--- src/hw/rtl/uce_pkg.sv ---
// shared types, constants and helpers for the udp checksum engine
package uce_pkg;

   localparam int WORD_W       = 16;
   localparam int BYTE_W       = 8;
   localparam int CSR_INDEX_W  = 3;
   localparam int CSR_DATA_W   = 32;
   localparam int HDR_SUM_W    = 20;

   localparam logic [WORD_W-1:0] UDP_HEADER_BYTES  = 16'd8;
   localparam logic [WORD_W-1:0] PROTOCOL_RESET    = 16'h0011;
   localparam logic [WORD_W-1:0] COUNT_MAX         = 16'hffff;
   localparam logic [WORD_W-1:0] HEADER_RESET_SUM  =
      PROTOCOL_RESET + UDP_HEADER_BYTES + UDP_HEADER_BYTES;

   typedef enum logic [CSR_INDEX_W-1:0] {
      CSR_SOURCE_ADDRESS      = 3'd0,
      CSR_DESTINATION_ADDRESS = 3'd1,
      CSR_PROTOCOL_WORD       = 3'd2,
      CSR_SOURCE_PORT         = 3'd3,
      CSR_DESTINATION_PORT    = 3'd4,
      CSR_UDP_LENGTH          = 3'd5,
      CSR_CHECKSUM_FIELD      = 3'd6
   } csr_index_type;

   typedef struct packed {
      logic [WORD_W-1:0] header_sum;
      logic [WORD_W-1:0] udp_length;
   } hdr_type;

   // 16-bit ones' complement add with end-around carry
   function automatic logic [WORD_W-1:0] oc_add16(input logic [WORD_W-1:0] a,
                                                  input logic [WORD_W-1:0] b);
      logic [WORD_W:0] s;
      s = {1'b0, a} + {1'b0, b};
      return s[WORD_W-1:0] + {{(WORD_W-1){1'b0}}, s[WORD_W]};
   endfunction

endpackage

--- src/hw/rtl/uce_csr.sv ---
// configuration registers and registered pseudo-header sum
module uce_csr
   import uce_pkg::*;
(
   input  logic                   clock,
   input  logic                   reset,
   input  logic                   csr_valid,
   output logic                   csr_ready,
   input  logic [CSR_INDEX_W-1:0] csr_index,
   input  logic [CSR_DATA_W-1:0]  csr_data,
   output hdr_type                hdr
);

   logic [31:0]       src_addr_ff;
   logic [31:0]       dst_addr_ff;
   logic [WORD_W-1:0] protocol_ff;
   logic [WORD_W-1:0] sport_ff;
   logic [WORD_W-1:0] dport_ff;
   logic [WORD_W-1:0] udp_length_ff;
   logic [WORD_W-1:0] checksum_field_ff;
   logic [WORD_W-1:0] header_sum_ff;
   logic [WORD_W-1:0] header_sum_in;
   logic [HDR_SUM_W-1:0] total_sum;
   logic [WORD_W:0]   fold_sum;
   logic              write_en;

   assign csr_ready = 1'b1;
   assign write_en  = csr_valid && csr_ready;

   always_ff @(posedge clock) begin
      if (reset) begin
         src_addr_ff       <= '0;
         dst_addr_ff       <= '0;
         protocol_ff       <= PROTOCOL_RESET;
         sport_ff          <= '0;
         dport_ff          <= '0;
         udp_length_ff     <= UDP_HEADER_BYTES;
         checksum_field_ff <= '0;
      end else if (write_en) begin
         case (csr_index)
            CSR_SOURCE_ADDRESS:      src_addr_ff       <= csr_data;
            CSR_DESTINATION_ADDRESS: dst_addr_ff       <= csr_data;
            CSR_PROTOCOL_WORD:       protocol_ff       <= csr_data[WORD_W-1:0];
            CSR_SOURCE_PORT:         sport_ff          <= csr_data[WORD_W-1:0];
            CSR_DESTINATION_PORT:    dport_ff          <= csr_data[WORD_W-1:0];
            CSR_UDP_LENGTH:          udp_length_ff     <= csr_data[WORD_W-1:0];
            CSR_CHECKSUM_FIELD:      checksum_field_ff <= csr_data[WORD_W-1:0];
            default: begin
            end
         endcase
      end
   end

   // ten header words, then fold to a 16-bit ones' complement value
   always_comb begin
      total_sum = {4'b0, src_addr_ff[31:16]} + {4'b0, src_addr_ff[15:0]}
                + {4'b0, dst_addr_ff[31:16]} + {4'b0, dst_addr_ff[15:0]}
                + {4'b0, protocol_ff} + {4'b0, udp_length_ff}
                + {4'b0, sport_ff} + {4'b0, dport_ff}
                + {4'b0, udp_length_ff} + {4'b0, checksum_field_ff};
      fold_sum  = {1'b0, total_sum[WORD_W-1:0]}
                + {{(WORD_W-3){1'b0}}, total_sum[HDR_SUM_W-1:WORD_W]};
      header_sum_in = fold_sum[WORD_W-1:0] + {{(WORD_W-1){1'b0}}, fold_sum[WORD_W]};
   end

   always_ff @(posedge clock) begin
      if (reset) begin
         header_sum_ff <= HEADER_RESET_SUM;
      end else begin
         header_sum_ff <= header_sum_in;
      end
   end

   assign hdr.header_sum = header_sum_ff;
   assign hdr.udp_length = udp_length_ff;

endmodule

--- src/hw/rtl/uce_accum.sv ---
// input register, byte pairing accumulator and result register
module uce_accum
   import uce_pkg::*;
(
   input  logic              clock,
   input  logic              reset,
   input  logic              req_valid,
   output logic              req_stall,
   input  logic [BYTE_W-1:0] req_payload_byte,
   input  logic              req_last_byte,
   input  hdr_type           hdr,
   output logic              rsp_valid,
   input  logic              rsp_stall,
   output logic [WORD_W-1:0] rsp_checksum_value,
   output logic              rsp_length_mismatch
);

   logic              in_valid_ff, in_valid_in;
   logic [BYTE_W-1:0] in_byte_ff;
   logic              in_last_ff;
   logic [WORD_W-1:0] sum_ff, sum_in;
   logic [BYTE_W-1:0] held_ff;
   logic              odd_ff;
   logic [WORD_W-1:0] count_ff, count_in;
   logic              rsp_valid_ff, rsp_valid_in;
   logic [WORD_W-1:0] rsp_sum_ff;
   logic              rsp_mismatch_ff;

   logic              take;
   logic              fire;
   logic              out_free;
   logic [WORD_W-1:0] word;
   logic [WORD_W-1:0] total;
   logic              mismatch;

   assign out_free  = !rsp_valid_ff || !rsp_stall;
   assign fire      = in_valid_ff && (!in_last_ff || out_free);
   assign req_stall = in_valid_ff && !fire;
   assign take      = req_valid && !req_stall;

   assign in_valid_in  = take || (in_valid_ff && !fire);
   assign rsp_valid_in = (fire && in_last_ff) || (rsp_valid_ff && rsp_stall);

   always_comb begin
      count_in = (count_ff == COUNT_MAX) ? count_ff : count_ff + 16'd1;
      word     = odd_ff ? {held_ff, in_byte_ff} : {in_byte_ff, 8'h00};
      sum_in   = (odd_ff || in_last_ff) ? oc_add16(sum_ff, word) : sum_ff;
      total    = oc_add16(sum_in, hdr.header_sum);
      // count + 8 against length in 17 bits also covers lengths below eight
      mismatch = ({1'b0, count_in} + {1'b0, UDP_HEADER_BYTES}) != {1'b0, hdr.udp_length};
   end

   always_ff @(posedge clock) begin
      if (reset) begin
         in_valid_ff  <= 1'b0;
         rsp_valid_ff <= 1'b0;
         sum_ff       <= '0;
         odd_ff       <= 1'b0;
         count_ff     <= '0;
      end else begin
         in_valid_ff  <= in_valid_in;
         rsp_valid_ff <= rsp_valid_in;
         if (fire) begin
            if (in_last_ff) begin
               sum_ff   <= '0;
               odd_ff   <= 1'b0;
               count_ff <= '0;
            end else begin
               sum_ff   <= sum_in;
               odd_ff   <= !odd_ff;
               count_ff <= count_in;
            end
         end
      end
   end

   always_ff @(posedge clock) begin
      if (take) begin
         in_byte_ff <= req_payload_byte;
         in_last_ff <= req_last_byte;
      end
      if (fire && !odd_ff) begin
         held_ff <= in_byte_ff;
      end
      if (fire && in_last_ff) begin
         rsp_sum_ff      <= ~total;
         rsp_mismatch_ff <= mismatch;
      end
   end

   assign rsp_valid           = rsp_valid_ff;
   assign rsp_checksum_value  = rsp_sum_ff;
   assign rsp_length_mismatch = rsp_mismatch_ff;

endmodule

--- src/hw/rtl/udp_checksum_engine.sv ---
// udp checksum engine top level
//
//  channel | direction | handshake        | payload
//  --------+-----------+------------------+------------------------------------
//  req     | in        | valid / stall    | payload_byte[7:0], last_byte
//  rsp     | out       | valid / stall    | checksum_value[15:0], length_mismatch
//  csr     | in        | valid / ready    | index[2:0], data[31:0]
//
// one byte per cycle while req_stall is low; a byte goes through an input register
// and then the result register, which raises rsp_valid for the last byte
// a result appears only for a byte marked last; csr_ready is always high
// synchronous reset restores the register defaults and clears the datagram
// a stalled result holds the last byte of the next datagram in the input register
module udp_checksum_engine
   import uce_pkg::*;
(
   input  logic                   clock,
   input  logic                   reset,
   input  logic                   req_valid,
   output logic                   req_stall,
   input  logic [BYTE_W-1:0]      req_payload_byte,
   input  logic                   req_last_byte,
   output logic                   rsp_valid,
   input  logic                   rsp_stall,
   output logic [WORD_W-1:0]      rsp_checksum_value,
   output logic                   rsp_length_mismatch,
   input  logic                   csr_valid,
   output logic                   csr_ready,
   input  logic [CSR_INDEX_W-1:0] csr_index,
   input  logic [CSR_DATA_W-1:0]  csr_data
);

   hdr_type hdr;

   uce_csr u_csr (
      .clock     (clock),
      .reset     (reset),
      .csr_valid (csr_valid),
      .csr_ready (csr_ready),
      .csr_index (csr_index),
      .csr_data  (csr_data),
      .hdr       (hdr)
   );

   uce_accum u_accum (
      .clock               (clock),
      .reset               (reset),
      .req_valid           (req_valid),
      .req_stall           (req_stall),
      .req_payload_byte    (req_payload_byte),
      .req_last_byte       (req_last_byte),
      .hdr                 (hdr),
      .rsp_valid           (rsp_valid),
      .rsp_stall           (rsp_stall),
      .rsp_checksum_value  (rsp_checksum_value),
      .rsp_length_mismatch (rsp_length_mismatch)
   );

endmodule

--- config.mk ---
export PLATFORM = sky130hd
export DESIGN_NAME = udp_checksum_engine
export DESIGN_NICKNAME = d
export VERILOG_FILES = /design/src/hw/rtl/uce_pkg.sv /design/src/hw/rtl/uce_csr.sv /design/src/hw/rtl/uce_accum.sv /design/src/hw/rtl/udp_checksum_engine.sv
export SDC_FILE = /design/constraint.sdc
export NUM_CORES = 1
export LEC_CHECK = 0
export BUFFER_PORTS_ARGS = -buffer_cell sky130_fd_sc_hd__buf_4
export CORE_UTILIZATION = 45
export DETAILED_ROUTE_END_ITERATION = 6
export PLACE_DENSITY = 0.71
export SLEW_MARGIN = 20
export SYNTH_ARGS = -nofsm -noshare
export SYNTH_HDL_FRONTEND = slang
export SYNTH_HIERARCHICAL = 1
export SYNTH_SLANG_ARGS = --single-unit
--- constraint.sdc ---
create_clock -name clock -period 7.8 [get_ports clock]
set_input_delay 0.78 -clock clock [delete_from_list [all_inputs] [get_ports clock]]
set_output_delay 0.78 -clock clock [all_outputs]
set_load 0.03 [all_outputs]
After elaboration in Yosys (flattened, before gate mapping)
Cells that the tools add are included.

Register bits after elaboration: 229. Bits in latches: 0. Memory bits (writable): 0. Memory bits (read-only): 0. Output and inout bits: 20. Logic and storage cells: 75. Memories kept: 0.

Add/subtract/negate cells: 17. $mul: 0. Div/mod/pow operators: 0. $lt $le $gt $ge: 0. Equal/unequal tests: 8. Shift operators: 0. Muxes and demuxes: 6. Bitwise operators: 1. Reduce and logical (&&, ||, !) cells: 25.

Operators by type and width (count): $add 20x16->20 (8); $mux 16 (5); $add 16x16->17 (3); $add 16x1->16 (3); $add 16x4->17 (1); $add 16x4->17 const B (1); $ne 17x16->1 (1); $add 16x1->16 const B (1); $eq 16x16->1 const B (1); $not 16->16 (1); $reduce_and 2->1 (7); $eq 3x3->1 const B (3); $eq 3x2->1 const B (2); $logic_and 1x1->1 (6); $logic_not 1->1 (6); $logic_or 1x1->1 (5); $eq 3x1->1 const B (1); $logic_not 3->1 (1); $mux 1 (1).

Depth between registers and ports, before layout
Gate-level depths: netlist (run 1).

Depth after elaboration: 11. Gate-level depth with buffers: 39.

Hierarchy
Netlist (run 1), hierarchy kept.

By module, submodules not included: uce_csr (instances 1, cells each 1162, area each 9890.7 sq um, sequential area each 3203.1 sq um); uce_accum (instances 1, cells each 698, area each 6072.1 sq um, sequential area each 1721.7 sq um).

Worst setup path after synthesis (run 1)
Ideal clock, no wire load.

Kind: reg-to-reg. From: register u_accum.odd_ff. To: register u_accum.rsp_sum_ff[15], in the netlist u_accum/rsp_checksum_value[15] (data pin). Setup time: 0.259 ns. Arrival: 7.722 ns. Setup slack: -0.180 ns. Cell stages (with the launch flop): 40. Buffers on the path: 3. Clock period less this slack: 7.980 ns. Path through: dfxtp_1 -> clkbuf_1 -> clkbuf_1 -> and2_1 -> ha_1 -> inv_1 -> fa_1 -> nor2b_1 -> o21ai_0 -> a21o_1 -> a21boi_0 -> o31a_1 -> a21o_1 -> a21o_1 -> ha_1 -> nor2b_1 -> nand2_1 -> a311oi_1 -> (+4 left out) -> ha_1 -> clkbuf_1 -> nand3_1 -> or4_4 -> a41oi_1 -> o21a_2 -> o21ai_0 -> nand2b_1 -> a21o_1 -> ha_1 -> o2111ai_1 -> nor4_4 -> o2111ai_4 -> nor3_4 -> nand2_2 -> or4_1 -> o211ai_1 -> xnor2_1.

Longest elaborated chain between the ends: 7.

RTL lines: start: declaration (RTL line uce_accum.sv:23) `logic odd_ff;`; start signal: assignment (RTL line uce_accum.sv:70) `odd_ff <= !odd_ff;`; $mux 16 (RTL line uce_accum.sv:46) `word = odd_ff ? {held_ff, in_byte_ff} : {in_byte_ff, 8'h00};`; $add 16x16->17 (RTL line uce_pkg.sv:35) `s = {1'b0, a} + {1'b0, b};`; $add 16x1->16 (RTL line uce_pkg.sv:36) `return s[WORD_W-1:0] + {{(WORD_W-1){1'b0}}, s[WORD_W]};`; $mux 16 (*) (RTL line uce_accum.sv:47) `sum_in = (odd_ff || in_last_ff) ? oc_add16(sum_ff, word) : sum_ff;`; $add 16x16->17 (*) (RTL line uce_pkg.sv:35); $add 16x1->16 (*) (RTL line uce_pkg.sv:36); $not 16->16 (*) (RTL line uce_accum.sv:86) `rsp_sum_ff <= ~total;`; end signal: assignment (RTL line uce_accum.sv:86); end: declaration (RTL line uce_accum.sv:26) `logic [WORD_W-1:0] rsp_sum_ff;`.

Every way passes the cells marked *; elsewhere a longest branch is shown, timed or not. A chain may end at the register's enable or synchronous reset.

Worst setup path in the final report (run 1)
Ends and elaborated chain as after synthesis.

==> summary.md, run 1 <==
| Metric | Value |
|---|---|
| Result of the run | `finished, final reports clean` |
| CTS tree | `yes` |
| CTS Sinks | `229` |
| Number of standard cells after synthesis | `between 1500 and 2000` |
| Remaining global-route overflow | `0` |
| Post-layout worst setup margin | `roughly 0.4 ns` |
| Post-route DRC | `0` |
| Number of levels in the clock H-tree | `1` |
| IO Pins | `69` |
| Power density relative to cell area | `183 nW/um2` |
| Clk Tree Root Cell | `clkbuf_16` |
| Data arrival time at the worst-slack endpoint | `7.70 ns` |
| Row count | `68` |
| Classification of the worst-slack hold path | `input pin to register` |
| Share of post-route cells with drive strength above 1 | `0.142` |
| Number of diodes | `0` |
| Number of distinct library cells after synthesis | `103` |
| First-pass GRT wire length | `64900 um` |
| CTS Hold Buffers Added | `0` |
| Standard cell core area | `34700 um2` |
| First-pass DRT Iterations | `5` |
| Worst min-delay path endpoint | `u_accum/in_byte_ff[6]` |
| Via count of the first global-routing pass | `between 10000 and 15000` |
| Main flop type after synthesis | `dfxtp_1` |
| Switching power | `0.00100 W` |
| R2r setup slk | `0.40 ns` |
| Number of warnings reported in the yosys synthesis log | `6` |
| Largest net degree at the start of global routing | `~110` |
| Min-Delay Startpoint | `req_payload_byte[6]` |
| Placed insts | `2362` |
| Initial antenna violation count | `0` |
| Part of the cycle the worst path needs | `0.949` |
| Net count after synthesis | `2089` |
| Final setup viols | `0` |
| Total via count in the routed design | `13300` |
| Final Wtd Congestion | `0.909` |
| Max-slew violation count | `0` |
| Routed wire length | `39900 um` |
| Die width | `roughly 190 um` |
| HPWL reported at the end of detailed placement | `around 30000 um` |
| Worst stage delay on the critical path | `~0.54 ns` |
| Internal power | `0.00234 W` |
| Share of total power consumed by net switching | `0.300` |
| Effective utilization at floorplan | `0.460` |
| Hold Path Stages | `1` |
| Clock insertion delay at the later pin of the skew report | `0.55 ns` |
| Crit Path Class | `register to register` |
| Data required time of the worst path | `8.09 ns` |
| Share of the yosys chip area belonging to registers | `0.309` |
| Total Nets Final | `~2200` |
| Critical-path top delay cell | `or4_4` |
| Clock-pin slew reported for the worst setup and hold paths after clock tree synthesis | `0.06 ns` |
| Largest registers in the final layout | `u_csr/dst_addr_ff: 32 flops, u_csr/src_addr_ff: 32 flops` |
| Fraction of power consumed by the clock network | `0.389` |
| Peak fanout along the critical path | `8` |
| Number of enable-type register cells in the synthesized netlist | `34` |
| Most used cells in the layout excluding fill and tap cells | `369 x nand2_1, 194 x dfxtp_1, 188 x a21oi_1, 186 x inv_1, 132 x buf_4` |
| Cell depth of the worst flop-to-flop path | `35` |
| Worst ir drop on vdd | `around 0.18 mV` |
| Max Root-Sink Buffers | `3` |
| Number of buffers inserted by port buffering | `67` |
| Initial DRC count | `817` |
| Endpoint of the lowest-slack register-to-register path | `u_accum/rsp_checksum_value[15]` |
| Count of maximum capacitance violations | `0` |
| Fraction of power consumed by combinational cells | `0.229` |
| Setup TNS | `0 ns` |
| Total die area | `36200 um2` |
| Slew of the pin with the lowest slew margin | `0.992 ns` |
| Final critical-path required period | `7.40 ns` |
| Mean cell area of the mapped netlist | `8.58 um2` |
| Headroom to the max-slew limit | `0.338` |
| Chip Height | `190 um` |
| Origin of the critical flop-to-flop path | `u_accum/odd_ff` |
| Endpoints failing hold | `0` |
| Share of synthesized registers carrying an async set or reset | `0` |
| Antenna Violating Nets Remaining | `0` |
| Startpoint types | `register` |
| Vias per std cell | `5.48` |
| Total clock buffers created by CTS | `25` |
| Number of cells in the finished layout apart from fillers | `around 2400` |
| Number of flip-flops and latches in the synthesized netlist | `229` |
| Maximum frequency from static timing analysis | `between 100 and 150 MHz` |
| Growth of design area from synthesis to finish | `14.5%` |
| Mapped cell area | `16000 um2` |
| GRT Total Usage | `0.220` |
| Type of element capturing the critical path | `register` |
| Worst hold slack after final layout | `0.406 ns` |
| Setup Slack @ Placement | `-0.103 ns` |
| Pleak | `approximately 7.3 nW` |
| Portion of total power attributed to sequential cells | `0.383` |
| Wire length per cell | `between 15 and 20 um` |
| Worst clock skew on the final layout | `0.0167 ns` |
| Most frequent standard cell in the layout excluding fill and tap cells | `nand2_1` |
-- power by group through the flow --
stage / Clock [W] / Sequential, W / Combinational, W
3_3_place_gp: 0 / 0.00130 / 0.000728
6_report: 0.00130 / 0.00128 / 0.000766
3_5_place_dp: 0 / 0.00131 / 0.000743
2_1_floorplan: 0 / 0.00130 / 0.000540
4_1_cts: 0.00133 / 0.00128 / 0.000749
5_1_grt: 0.00137 / 0.00128 / 0.000850
-- kinds of logic (layout without fill, tap and decap cells) --
group,after synthesis,count (layout),synth area share
mux,17,17,0.0116
compound gates,404,404,0.171
other cells,1,1,0.000235
fa+ha+maj,180,180,0.194
flops,229,229,0.309
buf+inv,262,368,0.0660
xor+xnor,104,104,0.0571
simple gates,663,663,0.192
-- timing repair --
action                     in CTS  in global routing
buffers inserted                1                 11
setup endpoints to repair       1                 12
pin swaps                       1                 14
cloned                          0                  1
resized for setup               2                 37
-- stage by stage --
stage	utilization	cell area, um2	power (W)
floorplan	-	16000	0.00184
global placement	0.493	17100	0.00203
detailed placement	0.493	17100	0.00205
CTS	0.520	18000	0.00335
global route	0.527	18300	0.00351
finish	0.527	18300	0.00335
-- cell type report --
class,instances,area [um2]
fillers,3199,16400
multi-input cells,1369,10200
flip-flops and latches,229,4930
repair buffers,136,1030
clock buffers,38,779
inverters,186,698
well taps,455,569
clock inverters,8,130
-- worst max-delay path: cells and delay by family (launching register included) --
family	cells	cell delay (ns)
adder cells (fa/ha/maj)	4	1.00
XOR/XNOR	2	0.22
AND/OR/NAND/NOR	10	2.48
AO/OA/AOI/OAI	16	2.69
buffers and inverters	3	0.39
flip-flops	1	0.34
-- per-layer routing --
layer	vias up	global-route usage	routed length, um
li1	6453	-	-
met1	6393	0.286	17700
met2	333	0.376	19300
met3	78	0.0329	1920
met4	0	0.0609	992
met5	-	0	0
-- cell usage after synthesis (20+ instances only) --
| cell type | number | area (um2) |
|---|---|---|
| inv_1 | 186 | 698 |
| edfxtp_1 | 34 | 1020 |
| fa_1 | 113 | 2260 |
| ha_1 | 67 | 838 |
| xnor2_1 | 62 | 543 |
| a22oi_1 | 20 | 150 |
| o21ai_0 | 39 | 195 |
| a21oi_1 | 191 | 956 |
| clkbuf_1 | 59 | 221 |
| nand4_1 | 20 | 125 |
| nor2_1 | 99 | 372 |
| dfxtp_1 | 195 | 3900 |
| nand2_1 | 370 | 1390 |
| xor2_1 | 42 | 368 |
| nand3_1 | 32 | 160 |
-- how the worst max path moves through the flow --
stage / startpoint / end / slack (ns) / cells after the start
after floorplan: u_accum/odd_ff / u_accum/rsp_checksum_value[15] / 0.01 / 39
after global routing: u_csr/src_addr_ff[2] / u_csr/header_sum_ff[14] / -0.04 / 32
after CTS: u_csr/src_addr_ff[2] / u_csr/header_sum_ff[14] / 0.05 / 32
after global placement: u_csr/src_addr_ff[2] / u_csr/header_sum_ff[14] / 0.08 / 32
after detailed placement: u_csr/src_addr_ff[2] / u_csr/header_sum_ff[14] / -0.10 / 32
final: u_accum/odd_ff / u_accum/rsp_checksum_value[15] / 0.40 / 35
Power figures use the tool's default switching activity.
==> run 2, diff against run 1 <==
--- a/config.mk
+++ b/config.mk
@@ -7,6 +7,7 @@
 export LEC_CHECK = 0
 export BUFFER_PORTS_ARGS = -buffer_cell sky130_fd_sc_hd__buf_4
 export CORE_UTILIZATION = 45
+export CTS_BUF_LIST = sky130_fd_sc_hd__clkbuf_8
 export DETAILED_ROUTE_END_ITERATION = 6
 export PLACE_DENSITY = 0.71
 export SLEW_MARGIN = 20
==> run 2 against run 1 <==
  * Via count barely moved
  * Design area fell by 0.11%
  * First-iteration DRC count fell by 3.4%
  * Highest routed layer unchanged
  * Non-clock buffer count did not move
  * Sequential power barely moved
  * Clock skew rose by 0.010 ns
  * Combinational power barely moved
==> summary.md, run 2 (synthesis gave the netlist of run 1 again) <==
| Metric | Value |
|---|---|
| Result of the run | `finished, final reports clean` |
| Post-place instance area | `17100 um2` |
| IO Pins | `69` |
| Chip Height | `190 um` |
| Slew of the pin with the lowest slew margin | `0.998 ns` |
| Row count | `between 60 and 70` |
| CTS Sinks | `229` |
| Cell with the most instances on the worst path | `fa_1` |
| Total via count in the routed design | `approximately 13000` |
| First-pass GRT wire length | `64700 um` |
| Headroom to the max-slew limit | `0.334` |
| Max-slew violation count | `0` |
| Endpoints failing hold | `0` |
| Uppermost signal routing layer after detailed routing | `met4` |
| Placed insts | `2362` |
| Setup TNS | `0 ns` |
| Initial DRC count | `between 700 and 800` |
| Initial antenna violation count | `0` |
| Crit Path Class | `register to register` |
| Final setup viols | `0` |
| Classification of the worst-slack hold path | `input pin to register` |
| Count of maximum capacitance violations | `0` |
| Max Root-Sink Buffers | `3` |
| Number of diodes | `0` |
| Die width | `190 um` |
| Power density relative to cell area | `178 nW/um2` |
| Final critical-path required period | `between 7 and 8 ns` |
| Post-route DRC | `0` |
| Via count of the first global-routing pass | `approximately 13000` |
| HPWL reported at the end of detailed placement | `29900 um` |
| Growth of design area from synthesis to finish | `14.4%` |
| Final Wtd Congestion | `roughly 0.91` |
| Routed wire length | `39600 um` |
| CTS tree | `yes` |
| Number of cells in the finished layout apart from fillers | `~2500` |
| Number of buffers inserted by port buffering | `67` |
| Number of levels in the clock H-tree | `2` |
| Antenna Violating Nets Remaining | `0` |
| Clock-pin slew reported for the worst setup and hold paths after clock tree synthesis | `0.06 ns` |
| Post-layout worst setup margin | `0.402 ns` |
| Remaining global-route overflow | `0` |
| Data arrival time at the worst-slack endpoint | `around 8 ns` |
| Met1 layer wirelength in the final routing | `between 15000 and 20000 um` |
| Setup Slack @ Placement | `-0.103 ns` |
| Type of element capturing the critical path | `register` |
| Routed wire length on met2 | `19200 um` |
| Worst clock skew on the final layout | `0.0269 ns` |
| Share of post-route cells with drive strength above 1 | `0.151` |
| Clock insertion delay at the later pin of the skew report | `0.58 ns` |
| Effective utilization at floorplan | `0.460` |
| Startpoint types | `register` |
| Clk Tree Root Cell | `clkbuf_8` |
| Total Nets Final | `2193` |
| Part of the cycle the worst path needs | `0.948` |
| Pleak | `about 7.4 nW` |
| Largest net degree at the start of global routing | `111` |
| GRT Total Usage | `0.219` |
| Vias per std cell | `5.41` |
| Peak fanout along the critical path | `3` |
| Standard cell core area | `34700 um2` |
| Critical-path top delay cell | `fa_1` |
| First-pass DRT Iterations | `5` |
| Maximum frequency from static timing analysis | `about 140 MHz` |
| Most frequent standard cell in the layout excluding fill and tap cells | `nand2_1` |
| Cell area after layout | `18300 um2` |
| Total Power | `between 0.003 and 0.004 W` |
| Total clock buffers created by CTS | `42` |
| Data required time of the worst path | `8.25 ns` |
| Worst stage delay on the critical path | `0.54 ns` |
| Worst ir drop on vdd | `0.161 mV` |
| Total die area | `36200 um2` |
| DR WL met3 | `1860 um` |
| Most used cells in the layout excluding fill and tap cells | `369 x nand2_1, 197 x inv_1, 195 x dfxtp_1, 189 x a21oi_1, 133 x buf_4` |
| Largest registers in the final layout | `u_csr/dst_addr_ff: 32 flops, u_csr/src_addr_ff: 32 flops` |
| Wire length per cell | `16.2 um` |
-- run 2: cell count changes in the layout (fill, tap and decap cells not counted), sizes merged --
cell    previous run  this run
bufinv             3         2
clkbuf            38        53
clkinv             4         7
inv              187       199
-- run 2: final cells by class --
class | count | area [um2]
fillers | 3229 | 16400
multi-input cells | 1369 | 10200
flip-flops and latches | 229 | 4920
repair buffers | 136 | 1030
clock buffers | 53 | 729
inverters | 186 | 698
well taps | 455 | 569
clock inverters | 22 | 156
-- run 2: repair_timing --
action,in CTS,in global routing
endpoints found under the setup margin,1,12
hold buffers,0,0
gates resized for setup,2,37
pin swaps,1,19
buffers inserted,1,12
-- run 2: stage by stage --
stage	util	hold slack [ns]
2_1_floorplan	-	0.436
3_3_place_gp	0.493	0.442
3_5_place_dp	0.493	0.447
4_1_cts	0.519	0.365
5_1_grt	0.526	0.370
6_report	0.526	0.403
-- run 2: worst paths after layout --
check | startpoint | endpoint | slack [ns] | cells past startpoint
worst max-delay path | u_csr/src_addr_ff[19] | u_csr/header_sum_ff[14] | 0.40 | 31
worst min-delay path | req_payload_byte[3] | u_accum/in_byte_ff[3] | 0.40 | 1
worst max register to register | u_csr/src_addr_ff[19] | u_csr/header_sum_ff[14] | 0.40 | 31
worst min register to register | u_csr/src_addr_ff[11] | u_csr/src_addr_ff[11] | 0.45 | 2
-- run 2: critical path, delay by kind of cell, from the launching register on --
kind                       cells  cell delay [ns]
DFF                            1             0.35
and+or+nand+nor                8             1.28
xor gates and xnor gates       1             0.20
AOI/OAI and AO/OA              9             1.81
muxes                          1             0.33
buffers and inverters          4             0.25
adders and majority gates      8             3.04
-- run 2: routing by layer --
| metal | vias up | track usage |
|---|---|---|
| met1 | 6377 | 0.286 |
| met2 | 325 | 0.377 |
| met4 | 0 | 0.0566 |
| li1 | 6494 | - |
| met3 | 62 | 0.0333 |
| met5 | - | 0 |
-- run 2: where the power goes --
part / switching (W) / internal (W) / leakage [nW] / total (W)
clock: 0.000521 / 0.000681 / 0.506 / 0.00120
combinational: 0.000462 / 0.000302 / 5.00 / 0.000764
sequential: 0.0000304 / 0.00125 / 1.89 / 0.00128
==> run 3, diff against run 2 <==
--- a/config.mk
+++ b/config.mk
@@ -5,6 +5,7 @@
 export SDC_FILE = /design/constraint.sdc
 export NUM_CORES = 1
 export LEC_CHECK = 0
+export ABC_AREA = 1
 export BUFFER_PORTS_ARGS = -buffer_cell sky130_fd_sc_hd__buf_4
 export CORE_UTILIZATION = 45
 export CTS_BUF_LIST = sky130_fd_sc_hd__clkbuf_8
==> run 3 against run 2 <==
  * Flip-flop and latch count unchanged
  * Clock skew decreased by 0.0045 ns
  * Hold slack got worse by 0.042 ns
  * Worst setup slack gained 0.15 ns
  * Final cell count is 11% higher
  * Global-route usage rose by 0.15 points
  * Critical endpoint is now u_csr/header_sum_ff[13]
==> summary.md, run 3 <==
| Metric | Value |
|---|---|
| Vias per std cell | `5.00` |
| Result of the run | `finished, final reports clean` |
| Peak fanout along the critical path | `6` |
| Row count | `68` |
| Effective utilization at floorplan | `0.460` |
| Count of maximum capacitance violations | `0` |
| Number of enable-type register cells in the synthesized netlist | `34` |
| First-pass DRT Iterations | `5` |
| Final setup viols | `0` |
| Final Wtd Congestion | `0.917` |
| Die width | `190 um` |
| Fraction of power consumed by combinational cells | `0.326` |
| Share of Yosys cell area claimed by the top area cell type | `0.245` |
| Total via count in the routed design | `13500` |
| Portion of total power attributed to sequential cells | `0.353` |
| Via count of the first global-routing pass | `13500` |
| Crit Path Class | `register to register` |
| Maximum frequency from static timing analysis | `138 MHz` |
| Fraction of power consumed by the clock network | `0.321` |
| Number of levels in the clock H-tree | `2` |
| DR WL met3 | `1900 um` |
| Growth of design area from synthesis to finish | `11.7%` |
| HPWL reported at the end of detailed placement | `~29000 um` |
| Power density relative to cell area | `211 nW/um2` |
| Final critical-path required period | `7.25 ns` |
| Most repeated cell in the gate-level netlist after synthesis | `nand2_1` |
| Share of post-route cells with drive strength above 1 | `0.106` |
| Max-slew violation count | `0` |
| Endpoints failing hold | `0` |
| Number of diodes | `0` |
| Leading cell types by total area after synthesis | `dfxtp_1 24%, fa_1 14%, nand2_1 11%` |
| Most frequent standard cell in the layout excluding fill and tap cells | `nand2_1` |
| Leading area contributor after synthesis | `dfxtp_1` |
| Number of flip-flops and latches in the synthesized netlist | `229` |
| Share of total power consumed by net switching | `0.368` |
| CTS Sinks | `229` |
| Part of the cycle the worst path needs | `0.929` |
| Largest registers in the final layout | `u_csr/dst_addr_ff: 32 flops, u_csr/src_addr_ff: 32 flops` |
| Antenna Violating Nets Remaining | `0` |
| Classification of the worst-slack hold path | `input pin to register` |
| Internal power | `0.00238 W` |
| Worst ir drop on vdd | `0.163 mV` |
| Mean cell area of the mapped netlist | `7.41 um2` |
| Worst setup path start | `u_csr/src_addr_ff[2]` |
| Critical-path top delay cell | `fa_1` |
| CTS Hold Buffers Added | `0` |
| Most frequent cells after synthesis | `453 x nand2_1, 356 x inv_1, 272 x nor2_1, 195 x dfxtp_1, 156 x o21ai_0` |
| Standard cell core area | `roughly 35000 um2` |
| Total clock buffers created by CTS | `42` |
| Max Root-Sink Buffers | `3` |
| Worst clock skew on the final layout | `0.0224 ns` |
| Number of buffers inserted by port buffering | `67` |
| Type of element capturing the critical path | `register` |
| Number of distinct library cells after synthesis | `49` |
| Main flop type after synthesis | `dfxtp_1` |
| Total die area | `36200 um2` |
| Cell with the most instances on the worst path | `nand2_1` |
| Clk Tree Root Cell | `clkbuf_8` |
| Slew of the pin with the lowest slew margin | `1.01 ns` |
| Switching power | `~0.0014 W` |
| Min-Delay Startpoint | `req_payload_byte[0]` |
| Headroom to the max-slew limit | `0.324` |
| Pleak | `8.69 nW` |
| Share of the yosys chip area belonging to registers | `0.309` |
| First-pass GRT wire length | `64400 um` |
| Number of standard cells after synthesis | `2153` |
| Origin of the critical flop-to-flop path | `u_csr/src_addr_ff[2]` |
| Worst hold slack after final layout | `between 0.3 and 0.4 ns` |
| Chip Height | `190 um` |
| Net count after synthesis | `roughly 2400` |
| Met1 layer wirelength in the final routing | `16600 um` |
| Initial antenna violation count | `0` |
| Number of warnings reported in the yosys synthesis log | `6` |
| Wire length per cell | `14.1 um` |
| Uppermost signal routing layer after detailed routing | `met4` |
| Startpoint types | `register` |
| Remaining global-route overflow | `0` |
| Most used cells in the layout excluding fill and tap cells | `452 x nand2_1, 369 x inv_1, 269 x nor2_1, 194 x dfxtp_1, 156 x o21ai_0` |
| Largest net degree at the start of global routing | `119` |
| Mapped cell area | `16000 um2` |
| Post-route DRC | `0` |
| IO Pins | `69` |
| Total Nets Final | `between 2000 and 2500` |
| Routed wire length | `38200 um` |
| Data required time of the worst path | `8.29 ns` |
| GRT Total Usage | `0.221` |
| Worst stage delay on the critical path | `~0.55 ns` |
| Routed wire length on met2 | `18200 um` |
| Setup TNS | `0 ns` |
| Clock insertion delay at the later pin of the skew report | `0.60 ns` |
| Clock-pin slew reported for the worst setup and hold paths after clock tree synthesis | `0.06 ns` |
| Share of synthesized registers carrying an async set or reset | `0` |
| CTS tree | `yes` |
| Initial DRC count | `754` |
| Data arrival time at the worst-slack endpoint | `between 7 and 8 ns` |
run 3: changes by cell type in the layout (fill, tap and decap cells not counted), moves of 14 or more:
cell	before	now
nor2_1	96	269
inv_1	197	369
o21ai_0	35	156
nand2_1	369	452
nand3_1	31	99
buf_4	133	79
a21oi_1	189	141
xnor2_1	61	15
nand2_2	2	28
a22oi_1	20	0
and3_1	14	0
run 3: layer usage:
layer  track usage  vias to the layer above
met5             0                        -
met4         0.101                        0
met3        0.0370                       77
met2         0.378                      307
met1         0.271                     6295
li1              -                     6867
run 3: critical path, delay by kind of cell (launching register included):
family | cells | cell delay, ns
adders and majority gates | 8 | 3.29
and+or+nand+nor | 28 | 2.74
AOI/OAI and AO/OA | 3 | 0.29
buffers and inverters | 6 | 0.37
DFF | 1 | 0.30
xor gates and xnor gates | 1 | 0.14
run 3: final timing paths:
kind / slack (ns) / to / cells past startpoint
max reg2reg: 0.55 / u_csr/header_sum_ff[13] / 46
min reg2reg: 0.46 / u_csr/sport_ff[5] / 2
max: 0.55 / u_csr/header_sum_ff[13] / 46
min: 0.36 / u_accum/in_byte_ff[0] / 1
run 3: through the flow:
step / total power [W] / area [um2] / cells / utilization / setup slack, ns
after floorplan: 0.00226 / 16000 / 2153 / - / 0.993
after global placement: 0.00254 / 16900 / 2630 / 0.487 / 0.560
after detailed placement: 0.00256 / 16900 / 2630 / 0.487 / 0.461
after CTS: 0.00379 / 17800 / 2708 / 0.513 / 0.445
after global routing: 0.00403 / 17800 / 2709 / 0.514 / -0.0466
final: 0.00377 / 17800 / 2709 / 0.514 / 0.555
run 3: area by class of cell:
cell class              instances  area (um2)
well taps                     455         569
flip-flops and latches        229        4930
fillers                      3354       16900
multi-input cells            1503        9470
clock buffers                  56         771
clock inverters                22         128
inverters                     365        1370
repair buffers                 79         593
run 3: what timing repair did:
| item | in CTS | in global routing |
|---|---|---|
| setup endpoints to repair | 0 | 7 |
| setup buffers | 0 | 1 |
| resized for setup | 0 | 8 |
run 3: power by group through the flow:
stage	clock network, W	registers [W]	logic, W
6_report	0.00121	0.00133	0.00123
5_1_grt	0.00129	0.00134	0.00141
2_1_floorplan	0	0.00136	0.000905
4_1_cts	0.00124	0.00133	0.00122
3_5_place_dp	0	0.00135	0.00121
3_3_place_gp	0	0.00135	0.00119
run 3: cells by family after synthesis:
logic type / count (synthesis) / synth area share
xor+xnor: 49 / 0.0296
other cells: 1 / 0.000235
compound gates: 339 / 0.113
simple gates: 934 / 0.254
fa+ha+maj: 180 / 0.194
buf+inv: 421 / 0.100
flops: 229 / 0.309
